==> src/hdl/assert_macros.svh <==
// ---------------------------------------------------------------------------
// Assertion macros
// Concurrent assertion wrappers sampled on clk_i and held off during reset.
// ---------------------------------------------------------------------------
`ifndef ASSERT_MACROS_SVH
`define ASSERT_MACROS_SVH

// Assert a property on every rising edge of clk_i outside reset
`define ASSERT_CLK(label, prop, msg) \
  label: assert property (@(posedge clk_i) disable iff (!rst_ni) (prop)) else $error(msg);

// Assert that a condition implies a consequence in the same cycle
`define ASSERT_IMPL(label, cond, cons, msg) \
  `ASSERT_CLK(label, (cond) |-> (cons), msg)

`endif

==> src/hdl/atfe_pkg.sv <==
// ---------------------------------------------------------------------------
// atfe_pkg
// Shared types and codes of the terminal frame encoder.
// ---------------------------------------------------------------------------
package atfe_pkg;

  localparam logic [1:0] ActBegin = 2'd0;
  localparam logic [1:0] ActCell  = 2'd1;
  localparam logic [1:0] ActEnd   = 2'd2;

  localparam logic CfgWidth  = 1'b0;
  localparam logic CfgHeight = 1'b1;

  typedef struct packed {
    logic [1:0]  action;
    logic [20:0] glyph;
    logic        is_continuation;
    logic [4:0]  fg_color;
    logic        bold;
    logic        dim;
    logic        underline;
    logic        inverse;
    logic        caret_present;
    logic [11:0] caret_x;
    logic [11:0] caret_y;
  } in_item_t;

  typedef struct packed {
    logic [7:0] out_byte;
    logic       last_byte;
  } out_item_t;

  typedef struct packed {
    logic        begin_f;
    logic        rst_f;
    logic        cur_f;
    logic        sty_f;
    logic        chr_f;
    logic        show_f;
    logic [12:0] row;
    logic [12:0] col;
    logic [8:0]  style;
    logic [20:0] cp;
    logic [1:0]  len;
  } job_t;

endpackage

==> src/hdl/atfe_front.sv <==
// ---------------------------------------------------------------------------
// atfe_front
// Accepts requests, tracks frame position and style, and issues byte jobs.
// ---------------------------------------------------------------------------
module atfe_front #(
  parameter int MAX_DIM = 4096
) (
  input  logic               clk_i,
  input  logic               rst_ni,
  input  logic               cfg_we_i,
  input  logic               cfg_index_i,
  input  logic [12:0]        cfg_data_i,
  input  logic               in_valid_i,
  output logic               in_stall_o,
  input  atfe_pkg::in_item_t in_data_i,
  input  logic               full_i,
  output logic               push_o,
  output atfe_pkg::job_t     job_o
);

  localparam int         CapInt = (MAX_DIM < 9999) ? MAX_DIM : 9999;
  localparam logic [13:0] Cap   = 14'(CapInt);

  logic [12:0] width_q, height_q, col_q, col_d, row_q, row_d;
  logic [8:0]  style_q, style_d;
  logic [12:0] w, h, col_inc;
  logic [4:0]  fg_eff;
  logic [8:0]  st;
  logic [20:0] cpe;
  logic        accept, push, caret;

  assign w = ({1'b0, width_q} > Cap) ? Cap[12:0] : width_q;
  assign h = ({1'b0, height_q} > Cap) ? Cap[12:0] : height_q;
  assign accept = in_valid_i && !full_i;
  assign in_stall_o = full_i;
  assign push_o = accept && push;
  assign col_inc = col_q + 13'd1;

  always_comb begin
    fg_eff = (in_data_i.fg_color > 5'd16) ? 5'd0 : in_data_i.fg_color;
    st = {in_data_i.inverse, in_data_i.underline, in_data_i.dim, in_data_i.bold, fg_eff};
    if (in_data_i.glyph > 21'h10FFFF ||
        (in_data_i.glyph >= 21'h00D800 && in_data_i.glyph <= 21'h00DFFF)) begin
      cpe = 21'h00FFFD;
    end else begin
      cpe = in_data_i.glyph;
    end
  end

  always_comb begin
    job_o = '0;
    push = 1'b0;
    caret = 1'b0;
    col_d = col_q;
    row_d = row_q;
    style_d = style_q;
    job_o.cp = cpe;
    if (cpe < 21'h80) begin
      job_o.len = 2'd0;
    end else if (cpe < 21'h800) begin
      job_o.len = 2'd1;
    end else if (cpe < 21'h10000) begin
      job_o.len = 2'd2;
    end else begin
      job_o.len = 2'd3;
    end
    unique case (in_data_i.action)
      atfe_pkg::ActBegin: begin
        job_o.begin_f = 1'b1;
        push = 1'b1;
        col_d = '0;
        row_d = '0;
        style_d = '0;
      end
      atfe_pkg::ActCell: begin
        if (w != 13'd0 && row_q < h) begin
          job_o.cur_f = (col_q == 13'd0);
          job_o.row = row_q + 13'd1;
          job_o.col = 13'd1;
          if (!in_data_i.is_continuation) begin
            job_o.sty_f = (st != style_q);
            job_o.style = st;
            job_o.chr_f = 1'b1;
            style_d = st;
          end
          push = job_o.cur_f || job_o.chr_f;
          if (col_inc >= w) begin
            col_d = '0;
            row_d = row_q + 13'd1;
          end else begin
            col_d = col_inc;
          end
        end
      end
      atfe_pkg::ActEnd: begin
        caret = in_data_i.caret_present && ({1'b0, in_data_i.caret_x} < w) &&
                ({1'b0, in_data_i.caret_y} < h);
        job_o.rst_f = (style_q != 9'd0);
        job_o.cur_f = caret;
        job_o.show_f = caret;
        job_o.row = {1'b0, in_data_i.caret_y} + 13'd1;
        job_o.col = {1'b0, in_data_i.caret_x} + 13'd1;
        style_d = '0;
        push = job_o.rst_f || caret;
      end
      default: begin
        push = 1'b0;
      end
    endcase
  end

  always_ff @(posedge clk_i or negedge rst_ni) begin
    if (!rst_ni) begin
      width_q <= 13'd80;
      height_q <= 13'd24;
      col_q <= '0;
      row_q <= '0;
      style_q <= '0;
    end else begin
      if (cfg_we_i && cfg_index_i == atfe_pkg::CfgWidth) begin
        width_q <= cfg_data_i;
      end
      if (cfg_we_i && cfg_index_i == atfe_pkg::CfgHeight) begin
        height_q <= cfg_data_i;
      end
      if (accept) begin
        col_q <= col_d;
        row_q <= row_d;
        style_q <= style_d;
      end
    end
  end

endmodule

==> src/hdl/atfe_fifo.sv <==
// ---------------------------------------------------------------------------
// atfe_fifo
// Two-entry job queue between the front and the byte sequencer.
// ---------------------------------------------------------------------------
module atfe_fifo (
  input  logic           clk_i,
  input  logic           rst_ni,
  input  logic           push_i,
  input  atfe_pkg::job_t data_i,
  output logic           full_o,
  input  logic           pop_i,
  output atfe_pkg::job_t data_o,
  output logic           empty_o
);

  atfe_pkg::job_t mem_q [2];
  logic       wr_q, rd_q;
  logic [1:0] cnt_q;

  assign full_o = (cnt_q == 2'd2);
  assign empty_o = (cnt_q == 2'd0);
  assign data_o = mem_q[rd_q];

  always_ff @(posedge clk_i) begin
    if (push_i) begin
      mem_q[wr_q] <= data_i;
    end
  end

  always_ff @(posedge clk_i or negedge rst_ni) begin
    if (!rst_ni) begin
      wr_q <= 1'b0;
      rd_q <= 1'b0;
      cnt_q <= '0;
    end else begin
      if (push_i) begin
        wr_q <= ~wr_q;
      end
      if (pop_i) begin
        rd_q <= ~rd_q;
      end
      cnt_q <= cnt_q + {1'b0, push_i} - {1'b0, pop_i};
    end
  end

endmodule

==> src/hdl/atfe_back.sv <==
// ---------------------------------------------------------------------------
// atfe_back
// Byte sequencer: expands one job into escape sequences and UTF-8 bytes.
// ---------------------------------------------------------------------------
`include "assert_macros.svh"

module atfe_back (
  input  logic                clk_i,
  input  logic                rst_ni,
  input  logic                empty_i,
  input  atfe_pkg::job_t      job_i,
  output logic                pop_o,
  output logic                out_valid_o,
  input  logic                out_stall_i,
  output atfe_pkg::out_item_t out_data_o
);

  localparam logic [3:0] S_IDLE  = 4'd0;
  localparam logic [3:0] S_BEGIN = 4'd1;
  localparam logic [3:0] S_RST   = 4'd2;
  localparam logic [3:0] S_CHEAD = 4'd3;
  localparam logic [3:0] S_CONV  = 4'd4;
  localparam logic [3:0] S_DIG   = 4'd5;
  localparam logic [3:0] S_SEMI  = 4'd6;
  localparam logic [3:0] S_CEND  = 4'd7;
  localparam logic [3:0] S_STY   = 4'd8;
  localparam logic [3:0] S_UTF   = 4'd9;
  localparam logic [3:0] S_SHOW  = 4'd10;
  localparam logic [3:0] S_DONE  = 4'd11;

  localparam logic [2:0] K_BEGIN = 3'd0;
  localparam logic [2:0] K_RST   = 3'd1;
  localparam logic [2:0] K_CUR   = 3'd2;
  localparam logic [2:0] K_STY   = 3'd3;
  localparam logic [2:0] K_UTF   = 3'd4;
  localparam logic [2:0] K_SHOW  = 3'd5;

  localparam logic [7:0] Esc = 8'h1B;

  function automatic logic [3:0] first_seg(atfe_pkg::job_t j, logic [2:0] k);
    logic [3:0] s;
    if (k == K_BEGIN && j.begin_f) begin
      s = S_BEGIN;
    end else if (k <= K_RST && j.rst_f) begin
      s = S_RST;
    end else if (k <= K_CUR && j.cur_f) begin
      s = S_CHEAD;
    end else if (k <= K_STY && j.sty_f) begin
      s = S_STY;
    end else if (k <= K_UTF && j.chr_f) begin
      s = S_UTF;
    end else if (k <= K_SHOW && j.show_f) begin
      s = S_SHOW;
    end else begin
      s = S_DONE;
    end
    return s;
  endfunction

  function automatic logic [7:0] begin_byte(logic [3:0] i);
    logic [7:0] b;
    case (i)
      4'd0, 4'd6, 4'd10: b = Esc;
      4'd1, 4'd7, 4'd11: b = "[";
      4'd2:  b = "?";
      4'd3:  b = "2";
      4'd4:  b = "5";
      4'd5:  b = "l";
      4'd8:  b = "0";
      4'd9:  b = "m";
      4'd12: b = "2";
      default: b = "J";
    endcase
    return b;
  endfunction

  function automatic logic [7:0] show_byte(logic [2:0] i);
    logic [7:0] b;
    case (i)
      3'd0: b = Esc;
      3'd1: b = "[";
      3'd2: b = "?";
      3'd3: b = "2";
      3'd4: b = "5";
      default: b = "h";
    endcase
    return b;
  endfunction

  function automatic logic [7:0] utf8_byte(logic [20:0] cp, logic [1:0] len, logic [1:0] i);
    logic [7:0] b;
    if (i == 2'd0) begin
      case (len)
        2'd0: b = {1'b0, cp[6:0]};
        2'd1: b = {3'b110, cp[10:6]};
        2'd2: b = {4'b1110, cp[15:12]};
        default: b = {5'b11110, cp[20:18]};
      endcase
    end else begin
      case (len - i)
        2'd0: b = {2'b10, cp[5:0]};
        2'd1: b = {2'b10, cp[11:6]};
        default: b = {2'b10, cp[17:12]};
      endcase
    end
    return b;
  endfunction

  logic [3:0]  st_q, st_d, idx_q, idx_d;
  atfe_pkg::job_t job_q, job_d;
  logic [12:0] bin_q, bin_d;
  logic [15:0] bcd_q, bcd_d;
  logic [3:0]  cnt_q, cnt_d;
  logic        which_q, which_d, started_q, started_d;
  logic        pend_v_q;
  logic [7:0]  pend_q;
  logic        out_v_q;
  atfe_pkg::out_item_t out_q;
  logic        gen_v, out_room, can, adv;
  logic [7:0]  gen_b;
  logic [3:0]  dig;
  logic [4:0]  fm1;
  logic [15:0] bcd_adj;

  assign out_room = !out_v_q || !out_stall_i;
  assign can = !pend_v_q || out_room;
  assign adv = !gen_v || can;
  assign out_valid_o = out_v_q;
  assign out_data_o = out_q;
  assign pop_o = (st_q == S_IDLE) && !empty_i;
  assign fm1 = job_q.style[4:0] - 5'd1;

  always_comb begin
    for (int i = 0; i < 4; i++) begin
      bcd_adj[4*i +: 4] = (bcd_q[4*i +: 4] >= 4'd5) ? bcd_q[4*i +: 4] + 4'd3
                                                     : bcd_q[4*i +: 4];
    end
    case (idx_q[1:0])
      2'd0: dig = bcd_q[15:12];
      2'd1: dig = bcd_q[11:8];
      2'd2: dig = bcd_q[7:4];
      default: dig = bcd_q[3:0];
    endcase
  end

  always_comb begin
    gen_v = 1'b0;
    gen_b = '0;
    st_d = st_q;
    idx_d = idx_q + 4'd1;
    job_d = job_q;
    bin_d = bin_q;
    bcd_d = bcd_q;
    cnt_d = cnt_q;
    which_d = which_q;
    started_d = started_q;
    unique case (st_q)
      S_IDLE: begin
        idx_d = '0;
        if (!empty_i) begin
          job_d = job_i;
          st_d = first_seg(job_i, K_BEGIN);
        end
      end
      S_BEGIN: begin
        gen_v = 1'b1;
        gen_b = begin_byte(idx_q);
        if (idx_q == 4'd13) begin
          idx_d = '0;
          st_d = first_seg(job_q, K_RST);
        end
      end
      S_RST: begin
        gen_v = 1'b1;
        gen_b = begin_byte(idx_q + 4'd6);
        if (idx_q == 4'd3) begin
          idx_d = '0;
          st_d = first_seg(job_q, K_CUR);
        end
      end
      S_CHEAD: begin
        gen_v = 1'b1;
        gen_b = (idx_q == 4'd0) ? Esc : "[";
        if (idx_q == 4'd1) begin
          bin_d = job_q.row;
          bcd_d = '0;
          cnt_d = 4'd13;
          which_d = 1'b0;
          st_d = S_CONV;
        end
      end
      S_CONV: begin
        {bcd_d, bin_d} = {bcd_adj, bin_q} << 1;
        cnt_d = cnt_q - 4'd1;
        idx_d = '0;
        started_d = 1'b0;
        if (cnt_q == 4'd1) begin
          st_d = S_DIG;
        end
      end
      S_DIG: begin
        gen_v = (dig != 4'd0) || started_q || (idx_q[1:0] == 2'd3);
        gen_b = {4'h3, dig};
        started_d = started_q || gen_v;
        if (idx_q[1:0] == 2'd3) begin
          st_d = which_q ? S_CEND : S_SEMI;
        end
      end
      S_SEMI: begin
        gen_v = 1'b1;
        gen_b = ";";
        bin_d = job_q.col;
        bcd_d = '0;
        cnt_d = 4'd13;
        which_d = 1'b1;
        st_d = S_CONV;
      end
      S_CEND: begin
        gen_v = 1'b1;
        gen_b = "H";
        idx_d = '0;
        st_d = first_seg(job_q, K_STY);
      end
      S_STY: begin
        case (idx_q)
          4'd0: begin gen_v = 1'b1; gen_b = Esc; end
          4'd1: begin gen_v = 1'b1; gen_b = "["; end
          4'd2: begin gen_v = 1'b1; gen_b = "0"; end
          4'd3: begin gen_v = (job_q.style[4:0] != 5'd0); gen_b = ";"; end
          4'd4: begin
            gen_v = (job_q.style[4:0] != 5'd0);
            gen_b = (job_q.style[4:0] <= 5'd8) ? "3" : "9";
          end
          4'd5: begin gen_v = (job_q.style[4:0] != 5'd0); gen_b = {5'b00110, fm1[2:0]}; end
          4'd6: begin gen_v = job_q.style[5]; gen_b = ";"; end
          4'd7: begin gen_v = job_q.style[5]; gen_b = "1"; end
          4'd8: begin gen_v = job_q.style[6]; gen_b = ";"; end
          4'd9: begin gen_v = job_q.style[6]; gen_b = "2"; end
          4'd10: begin gen_v = job_q.style[7]; gen_b = ";"; end
          4'd11: begin gen_v = job_q.style[7]; gen_b = "4"; end
          4'd12: begin gen_v = job_q.style[8]; gen_b = ";"; end
          4'd13: begin gen_v = job_q.style[8]; gen_b = "7"; end
          default: begin gen_v = 1'b1; gen_b = "m"; end
        endcase
        if (idx_q == 4'd14) begin
          idx_d = '0;
          st_d = first_seg(job_q, K_UTF);
        end
      end
      S_UTF: begin
        gen_v = 1'b1;
        gen_b = utf8_byte(job_q.cp, job_q.len, idx_q[1:0]);
        if (idx_q[1:0] == job_q.len) begin
          idx_d = '0;
          st_d = first_seg(job_q, K_SHOW);
        end
      end
      S_SHOW: begin
        gen_v = 1'b1;
        gen_b = show_byte(idx_q[2:0]);
        if (idx_q == 4'd5) begin
          st_d = S_DONE;
        end
      end
      S_DONE: begin
        idx_d = '0;
        if (out_room) begin
          st_d = S_IDLE;
        end
      end
      default: begin
        st_d = S_IDLE;
      end
    endcase
  end

  always_ff @(posedge clk_i or negedge rst_ni) begin
    if (!rst_ni) begin
      st_q <= S_IDLE;
      idx_q <= '0;
      cnt_q <= '0;
      which_q <= 1'b0;
      started_q <= 1'b0;
      pend_v_q <= 1'b0;
      out_v_q <= 1'b0;
    end else begin
      if (adv) begin
        st_q <= st_d;
        idx_q <= idx_d;
        cnt_q <= cnt_d;
        which_q <= which_d;
        started_q <= started_d;
      end
      if (gen_v && can) begin
        pend_v_q <= 1'b1;
      end else if (st_q == S_DONE && out_room) begin
        pend_v_q <= 1'b0;
      end
      if ((gen_v && can && pend_v_q) || (st_q == S_DONE && out_room)) begin
        out_v_q <= 1'b1;
      end else if (out_v_q && !out_stall_i) begin
        out_v_q <= 1'b0;
      end
    end
  end

  always_ff @(posedge clk_i) begin
    if (adv) begin
      job_q <= job_d;
      bin_q <= bin_d;
      bcd_q <= bcd_d;
    end
    if (gen_v && can) begin
      pend_q <= gen_b;
      if (pend_v_q) begin
        out_q <= '{out_byte: pend_q, last_byte: 1'b0};
      end
    end else if (st_q == S_DONE && out_room) begin
      out_q <= '{out_byte: pend_q, last_byte: 1'b1};
    end
  end

  `ASSERT_IMPL(done_has_pending, st_q == S_DONE, pend_v_q, "job finished with no byte held")
  `ASSERT_IMPL(idle_no_pending, st_q == S_IDLE, !pend_v_q, "byte held while idle")
  `ASSERT_IMPL(utf_index_range, st_q == S_UTF, idx_q[1:0] <= job_q.len, "UTF-8 index overrun")
  `ASSERT_CLK(conv_to_digits, (st_q == S_CONV && cnt_q == 4'd1) |=> (st_q == S_DIG),
              "conversion did not hand over to digits")

endmodule

==> src/hdl/ansi_terminal_frame_encoder.sv <==
// ---------------------------------------------------------------------------
// ansi_terminal_frame_encoder
// Turns begin, cell and end requests into a VT100/ANSI terminal byte stream.
// ---------------------------------------------------------------------------
// One output byte leaves per cycle while the sequencer emits bytes and the
// output is not stalled. Besides its bytes, each job passes through a load
// step and a final hand-off step in the sequencer; every cursor position
// converts each decimal number with a bit-serial binary to BCD conversion
// and also walks over its suppressed leading zeros. The front keeps accepting
// requests until two jobs wait in the queue and stalls while both entries
// are taken.
module ansi_terminal_frame_encoder #(
  parameter int MAX_DIM = 4096
) (
  input  logic                clk_i,
  input  logic                rst_ni,
  input  logic                cfg_we_i,
  input  logic                cfg_index_i,
  input  logic [12:0]         cfg_data_i,
  input  logic                in_valid_i,
  output logic                in_stall_o,
  input  atfe_pkg::in_item_t  in_data_i,
  output logic                out_valid_o,
  input  logic                out_stall_i,
  output atfe_pkg::out_item_t out_data_o
);

  atfe_pkg::job_t push_job, pop_job;
  logic push, pop, full, empty;

  atfe_front #(.MAX_DIM(MAX_DIM)) u_front (
    .clk_i      (clk_i),
    .rst_ni     (rst_ni),
    .cfg_we_i   (cfg_we_i),
    .cfg_index_i(cfg_index_i),
    .cfg_data_i (cfg_data_i),
    .in_valid_i (in_valid_i),
    .in_stall_o (in_stall_o),
    .in_data_i  (in_data_i),
    .full_i     (full),
    .push_o     (push),
    .job_o      (push_job)
  );

  atfe_fifo u_fifo (
    .clk_i  (clk_i),
    .rst_ni (rst_ni),
    .push_i (push),
    .data_i (push_job),
    .full_o (full),
    .pop_i  (pop),
    .data_o (pop_job),
    .empty_o(empty)
  );

  atfe_back u_back (
    .clk_i      (clk_i),
    .rst_ni     (rst_ni),
    .empty_i    (empty),
    .job_i      (pop_job),
    .pop_o      (pop),
    .out_valid_o(out_valid_o),
    .out_stall_i(out_stall_i),
    .out_data_o (out_data_o)
  );

endmodule
==> config.mk <==
export PLATFORM = sky130hd
export DESIGN_NAME = ansi_terminal_frame_encoder
export DESIGN_NICKNAME = d
export VERILOG_FILES = /design/src/hdl/atfe_pkg.sv /design/src/hdl/atfe_front.sv /design/src/hdl/atfe_fifo.sv /design/src/hdl/atfe_back.sv /design/src/hdl/ansi_terminal_frame_encoder.sv
export VERILOG_INCLUDE_DIRS = /design/src /design/src/hdl
export SDC_FILE = /design/constraint.sdc
export NUM_CORES = 1
export LEC_CHECK = 0
export ABC_AREA = 1
export BUFFER_PORTS_ARGS = -buffer_cell sky130_fd_sc_hd__buf_4
export CAP_MARGIN = 5
export CORE_ASPECT_RATIO = 1.2
export CORE_MARGIN = 10
export CORE_UTILIZATION = 25
export DETAILED_ROUTE_END_ITERATION = 10
export RECOVER_POWER = 50
export SLEW_MARGIN = 20
export SYNTH_ARGS = -nofsm -noshare
export SYNTH_HDL_FRONTEND = slang
export SYNTH_SLANG_ARGS = --single-unit
==> constraint.sdc <==
create_clock -name clk_i -period 5.4 [get_ports clk_i]
set_input_delay 0.81 -clock clk_i [delete_from_list [all_inputs] [get_ports clk_i]]
set_output_delay 0.81 -clock clk_i [all_outputs]
set_load 0.01 [all_outputs]
==> results of run 1 <==
## worst min path at each step
stage / startpoint / to / slack (ns) / cells after the start
finish: u_back.pend_q[1] / u_back.out_data_o[2] / 0.42 / 0
global route: u_back.pend_q[1] / u_back.out_data_o[2] / 0.43 / 0
CTS: rst_ni / u_front.row_q[2] / 0.23 / 1
detailed placement: u_back.pend_q[1] / u_back.out_data_o[2] / 0.40 / 0
global placement: u_back.pend_q[6] / u_back.out_data_o[7] / 0.40 / 0
floorplan: u_back.pend_q[0] / u_back.out_data_o[1] / 0.40 / 0
## cells by family (layout without fill, tap and decap cells)
family / count (synthesis) / in the layout / synth area share [%]
flops: 318 / 318 / 54.4
compound gates: 300 / 300 / 9.99
fa+ha+maj: 86 / 86 / 6.40
xor+xnor: 23 / 23 / 1.24
simple gates: 691 / 691 / 17.9
mux: 60 / 60 / 4.00
buf+inv: 254 / 371 / 6.03
## layout by cell type (no fill, tap or decap), types with 5 or more instances in the layout
master,netlist,routed
nor2_1,147,149
o211ai_1,8,8
clkbuf_1,21,19
nand2_1,334,334
dfrtp_1,77,77
nor3_1,34,34
o31ai_1,7,7
xor2_1,18,18
clkbuf_16,0,37
nor4_1,7,7
a31oi_1,8,8
nand2_2,7,7
mux2_2,58,48
edfxtp_1,237,237
buf_4,1,77
clkinv_1,1,5
nand3_1,84,84
inv_2,12,12
o2111ai_1,6,6
o21ai_0,146,146
nor2_2,13,10
or2_2,13,13
nand4_1,35,35
a21oi_1,81,81
clkinv_2,0,7
mux2_1,0,10
o22ai_1,17,17
a211oi_1,6,6
ha_1,86,86
inv_1,202,202
## final cells by class
type	instances	share of cell area [%]
timing repair buffer	94	3.39
inverter	215	4.13
clock buffer	44	4.94
sequential	318	46.8
clock inverter	18	1.02
multi-input combinational	1160	34.0
tap	901	5.76
## state kept, by name (all words and copies together), names as in the netlist
register            cells
u_front.height_q       13
u_back.started_q        1
u_back.job_q           63
u_front.row_q          13
u_fifo.rd_q             1
u_back.bin_q           13
u_back.cnt_q            4
u_back.bcd_q           16
u_front.style_q         9
u_fifo.cnt_q            2
u_back.idx_q            4
u_back.out_valid_o      1
u_back.pend_v_q         1
u_back.which_q          1
u_back.st_q             4
u_front.col_q          13
u_front.width_q        13
u_back.out_data_o       9
u_back.pend_q           8
u_fifo.mem_q          128
u_fifo.wr_q             1
## report_power, final
part / total, W / internal (W) / switching, W
registers: 0.00384 / 0.00347 / 0.000366
clock network: 0.00244 / 0.00146 / 0.000972
logic: 0.00303 / 0.00102 / 0.00202
## stage by stage
step / worst slack (ns) / util [%] / hold WS, ns / total power, W
finish: 1.32 / 29.2 / 0.415 / 0.00931
global route: 0.827 / 29.2 / 0.427 / 0.00995
CTS: 1.30 / 29.4 / 0.233 / 0.00943
detailed placement: 1.33 / 27.6 / 0.405 / 0.00696
global placement: 1.36 / 27.6 / 0.403 / 0.00688
floorplan: 1.03 / - / 0.400 / 0.00599
## worst register-to-register path, delay by kind of cell, from the launching register on
kind	cells	cell delay (ns)
simple gates	5	0.50
buf+inv	1	1.65
compound gates	3	0.73
flops	1	1.14
## layer usage
layer  track usage, %  routed length (um)  vias up
met4             3.17                 919        2
met1             13.1               18400     6118
met5                0                  18        -
met2             19.6               22200      257
li1                 -                   -     6178
met3             1.29                1570       56
==> flow_summary.ini, run 1 <==
[run_status]
status = complete, but fails checks
violations = max-capacitance violations, max-slew violations

[cells_and_area]
design_area_mm2 = 0.0196
seqCellArea_mm2 = 0.00915
drive_above_1_share_pct = 12.8
nFillCells = 6992
finalNonFillerCells = 2750
n_antenna_cell = 0
multiInputGateArea_mm2 = 0.00665
fin_nets = 1986
area_growth_pct = 16.4

[yosys]
ys_seq_area_share_pct = 54.4
yosysTopAreaCellShare_pct = 42.3
yosysWarnings = 0
ys_async_sr_fraction_pct = 25.5
ys_ff_latch = 318
syn_nets = 1895
yosysTopAreaCell = edfxtp_1
synth-edff-count = 237
synthTopCellsByCount = nand2_1, edfxtp_1, inv_1, nor2_1, o21ai_0
yosys-top-cells-area = edfxtp_1, dfrtp_1, nand2_1
synth_flop_cell = edfxtp_1
ys_types = 59
synth.most_common_cell = nand2_1
avgSynthCellArea_um2 = 9.71
syn_inst = 1732
syn_area_mm2 = 0.0168

[setup_path]
cp_num_cells = 9
critPathBufInv = 1
crit_path_cell_trace = clkbuf_1, o21ai_0, nand2_1, a21oi_1, o21ai_0, nand3_1, nand2_1, nand3_1, nand2_1
ff2ff_setup_slack_ns = 1.32
reg2reg_depth = 9
cp-startpoint = u_fifo.rd_q
path_class = flip-flop to flip-flop
cp_max_fo = 41
rr_endpoint = u_back.st_q[0]
cp.required_ns = 5.85
startpoint_type = flip-flop
r2r-start = u_fifo.rd_q
crit_end = u_back.st_q[0]
crit_path_frequent_cell = nand2_1
path_delay_family = buffers and inverters
cp-end-kind = flip-flop
critPathArrivalTime_ns = 4.53
critPathMaxStageDelay_ns = 1.64
cpMaxStageDelayCell = clkbuf_1

[sta]
setup-tns-final_ns = 0
fmax_ghz = 0.245
fin_skew_ns = 0.0241
setup_violations = 0
drv_slew = 136
rsz0062_at_grt = false
finalHoldViolCount = 0
timing.slew.headroom_pct = -54.4
fin_crit_ns = 4.08
fin_crit_sh_pct = 75.5
worst_pin_slew_ns = 2.31

[clock_tree]
cts-resized-gates = 0
htree_levels = 2
postCtsSetupRepairBufs = 0
clk_latency_ns = 0.53
clk_pin_slew_ns = 0.06
cts_tree = built
numCtsBuffers = 34
root_buffer = clkbuf_16
hold_buffers = 0
max-clock-path-buffers = 3
numClockSinks = 318

[global_route]
overflow = 0
grt_pass1_wl_mm = 69.1
globalRouteTotalUtil_pct = 10.8
first_global_vias = 12700
grt_max_degree = 65
antenna_found_initial = 1

[run]
maxCapViolCount = 4

[die]
die_h_um = 304
die-area_mm2 = 0.0781
initial_core_util_pct = 25.1
io_pins = 88
die-width_um = 257
rows = 104
core-area_mm2 = 0.0669

[pwr]
pwr_density_cell_mw_per_mm2 = 476
p_leak_nw = 7.94
peakVddDrop_mv = 0.211

[drt]
post_drt_wl_per_cell_um = 15.7
dr.first_iter.drc_count = 761
dr.pass1.iters = 7
vias = 12600
post-route-drc-count = 0
ant_nets = 0
avgViaCountPerCell = 4.59
routed_wirelength_mm = 43.1

[placement]
dp.cells = 2688
gp_congestion = 0.867
dpl_cell_area_mm2 = 0.0185
dp_hpwl_mm = 32.7
portBuffers = 87

[worst_hold_path]
hold_path_class = flip-flop to flip-flop
(Power assumes the default switching activity.)
==> run 2, diff against run 1 <==
Clock period 5.4 ns to 3.63 ns, I/O delays scaled along.
==> flow_summary.ini, run 2 (synthesis gave the netlist of run 1 again) <==
[clock_tree]
numClockSinks = 318
max-clock-path-buffers = 3
htree_levels = 2
cts_tree = built
root_buffer = clkbuf_16
numCtsBuffers = 35
hold_buffers = 0
clk_pin_slew_ns = 0.06
clk_latency_ns = 0.55

[cells_and_area]
largest-register = u_fifo.mem_q
finalNonFillerCells = 2779
fin_nets = 2014
final_cell_mix = nand2_1, edfxtp_1, inv_1
final_common_cell = nand2_1
area_growth_pct = 18.4
drive_above_1_share_pct = 14.9
largest_reg_flops = 128
reg_top3 = u_fifo.mem_q: 128 flops, u_back.job_q: 63 flops, u_back.bcd_q: 16 flops
n_antenna_cell = 0

[global_route]
overflow = 0
antenna_found_initial = 2
grt_max_degree = 67
busiest_layer = met2
grt_pass1_wl_mm = 68.7
use_met3_pct = 1.63
use_met2_pct = 19.6
globalRouteTotalUtil_pct = 10.8
grt_use_met1_pct = 12.6
first_global_vias = 12700

[sta]
worst_pin_slew_ns = 2.12
fin_skew_ns = 0.0265
drv_slew = 94
fmax_ghz = 0.285
setup_violations = 0
setup_ws_ns = 0.125
fin_crit_sh_pct = 96.6
timing.slew.headroom_pct = -42.1
fin_crit_ns = 3.51
finalHoldViolCount = 0

[setup_path]
critPathArrivalTime_ns = 3.93
ff2ff_setup_slack_ns = 0.12
cp-end-kind = flip-flop
cp_max_fo = 5
cp.required_ns = 4.05
startpoint_type = flip-flop
path_class = flip-flop to flip-flop

[placement]
dp.cells = 2710
portBuffers = 87
dp_hpwl_mm = 32.9
pre_cts_ws_ns = 0.0565
gp_congestion = 0.888

[pwr]
p_leak_nw = 8.06
power_frac_comb_pct = 33.9
internal-power_w = 0.00891
pwr_density_cell_mw_per_mm2 = 703
peakVddDrop_mv = 0.421
switchingPower_w = 0.00508
seq_power_share_pct = 40.7
swShare_pct = 36.3
clkPwrFrac_pct = 25.4
total_power_w = 0.0140

[drt]
vias = 12700
dr.pass1.iters = 5
post-route-drc-count = 0
routed_wirelength_mm = 43.3
avgViaCountPerCell = 4.57
ant_nets = 0
post_drt_wl_per_cell_um = 15.6
dr.first_iter.drc_count = 771

[die]
die-width_um = 257
rows = 104
io_pins = 88
die_h_um = 304
core-area_mm2 = 0.0669
initial_core_util_pct = 25.1
die-area_mm2 = 0.0781

[worst_hold_path]
hold_path_class = primary input to flip-flop

[run_status]
violations = max-capacitance violations, max-slew violations
status = complete, but fails checks

[run]
maxCapViolCount = 2
-- run 2: cell types whose count changed in the layout (fill, tap and decap cells not counted), moves of 3 or more --
cell / change
buf_4: +18
buf_12: +5
nor2_1: -4
mux2_2: +4
mux2_1: -4
nand2_4: +3
nand3_1: -3
clkbuf_1: +5
nor2_2: +4
clkinvlp_4: +5
clkinv_2: -6
nand3_2: +3
inv_6: +3
-- run 2: repair_timing --
action                     4_1_cts  5_1_grt
buffers inserted                 0        4
cloned                           0        1
pin swaps                        0        8
gates resized for setup          1       13
setup endpoints to repair        1       69
-- run 2: area by class of cell --
| class | count | area (um2) |
|---|---|---|
| Clock buffer | 46 | 948 |
| Clock inverter | 18 | 205 |
| Fill cell | 6954 | 47000 |
| Inverter | 215 | 811 |
| Multi-Input combinational cell | 1161 | 6750 |
| Sequential cell | 318 | 9150 |
| Tap cell | 901 | 1130 |
| Timing Repair Buffer | 120 | 915 |
-- run 2: power groups by stage --
stage | combinational [W] | sequential, W | clock, W
after CTS | 0.00478 | 0.00570 | 0.00367
after global placement | 0.00465 | 0.00574 | 0
after detailed placement | 0.00475 | 0.00577 | 0
after global routing | 0.00533 | 0.00580 | 0.00380
final | 0.00474 | 0.00570 | 0.00356
after floorplan | 0.00334 | 0.00556 | 0
-- run 2: routing by layer --
metal / wire, um / vias up / part of all wire (%)
li1: - / 6236 / -
met1: 18000 / 6085 / 42
met2: 22300 / 290 / 51
met3: 1720 / 75 / 4.0
met4: 1280 / 4 / 2.9
met5: 34 / - / 0.078
-- run 2: critical path: stages (launching register included) --
cell	delay (ns)
dfrtp_1	0.41
nor4_2	0.32
and2_1	0.19
nand3_2	0.13
nand2_4	0.13
nand2_1	0.09
ha_1	0.28
nand2_1	0.10
inv_1	0.05
nand2_1	0.06
nand2_1	0.06
a21oi_2	0.15
nand3_1	0.11
nand3b_1	0.23
nand3_2	0.16
nand2_4	0.08
ha_4	0.27
inv_1	0.04
ha_1	0.22
xnor2_2	0.14
xor2_1	0.17
-- run 2: stage by stage --
step	setup TNS, ns	instance area [um2]	utilization [%]	hold WS (ns)
2_1_floorplan	0	16800	-	0.249
3_3_place_gp	0	18700	28.0	0.404
3_5_place_dp	0	18700	28.0	0.406
4_1_cts	0	19900	29.7	0.160
5_1_grt	-1.38	19900	29.8	0.252
6_report	0	19900	29.8	0.271
-- run 2: worst paths after layout --
check	endpoint	from	cells after the start
min reg2reg	u_back.out_data_o[8]	u_back.pend_q[7]	0
max reg2reg	u_fifo.cnt_q[1]	u_front.height_q[11]	20
max	u_fifo.cnt_q[1]	u_front.height_q[11]	20
max in group asynchronous	u_back.cnt_q[1]	rst_ni	2
min	u_fifo.mem_q[1][2]	in_data_i[35]	2
min in group asynchronous	u_front.row_q[2]	rst_ni	1
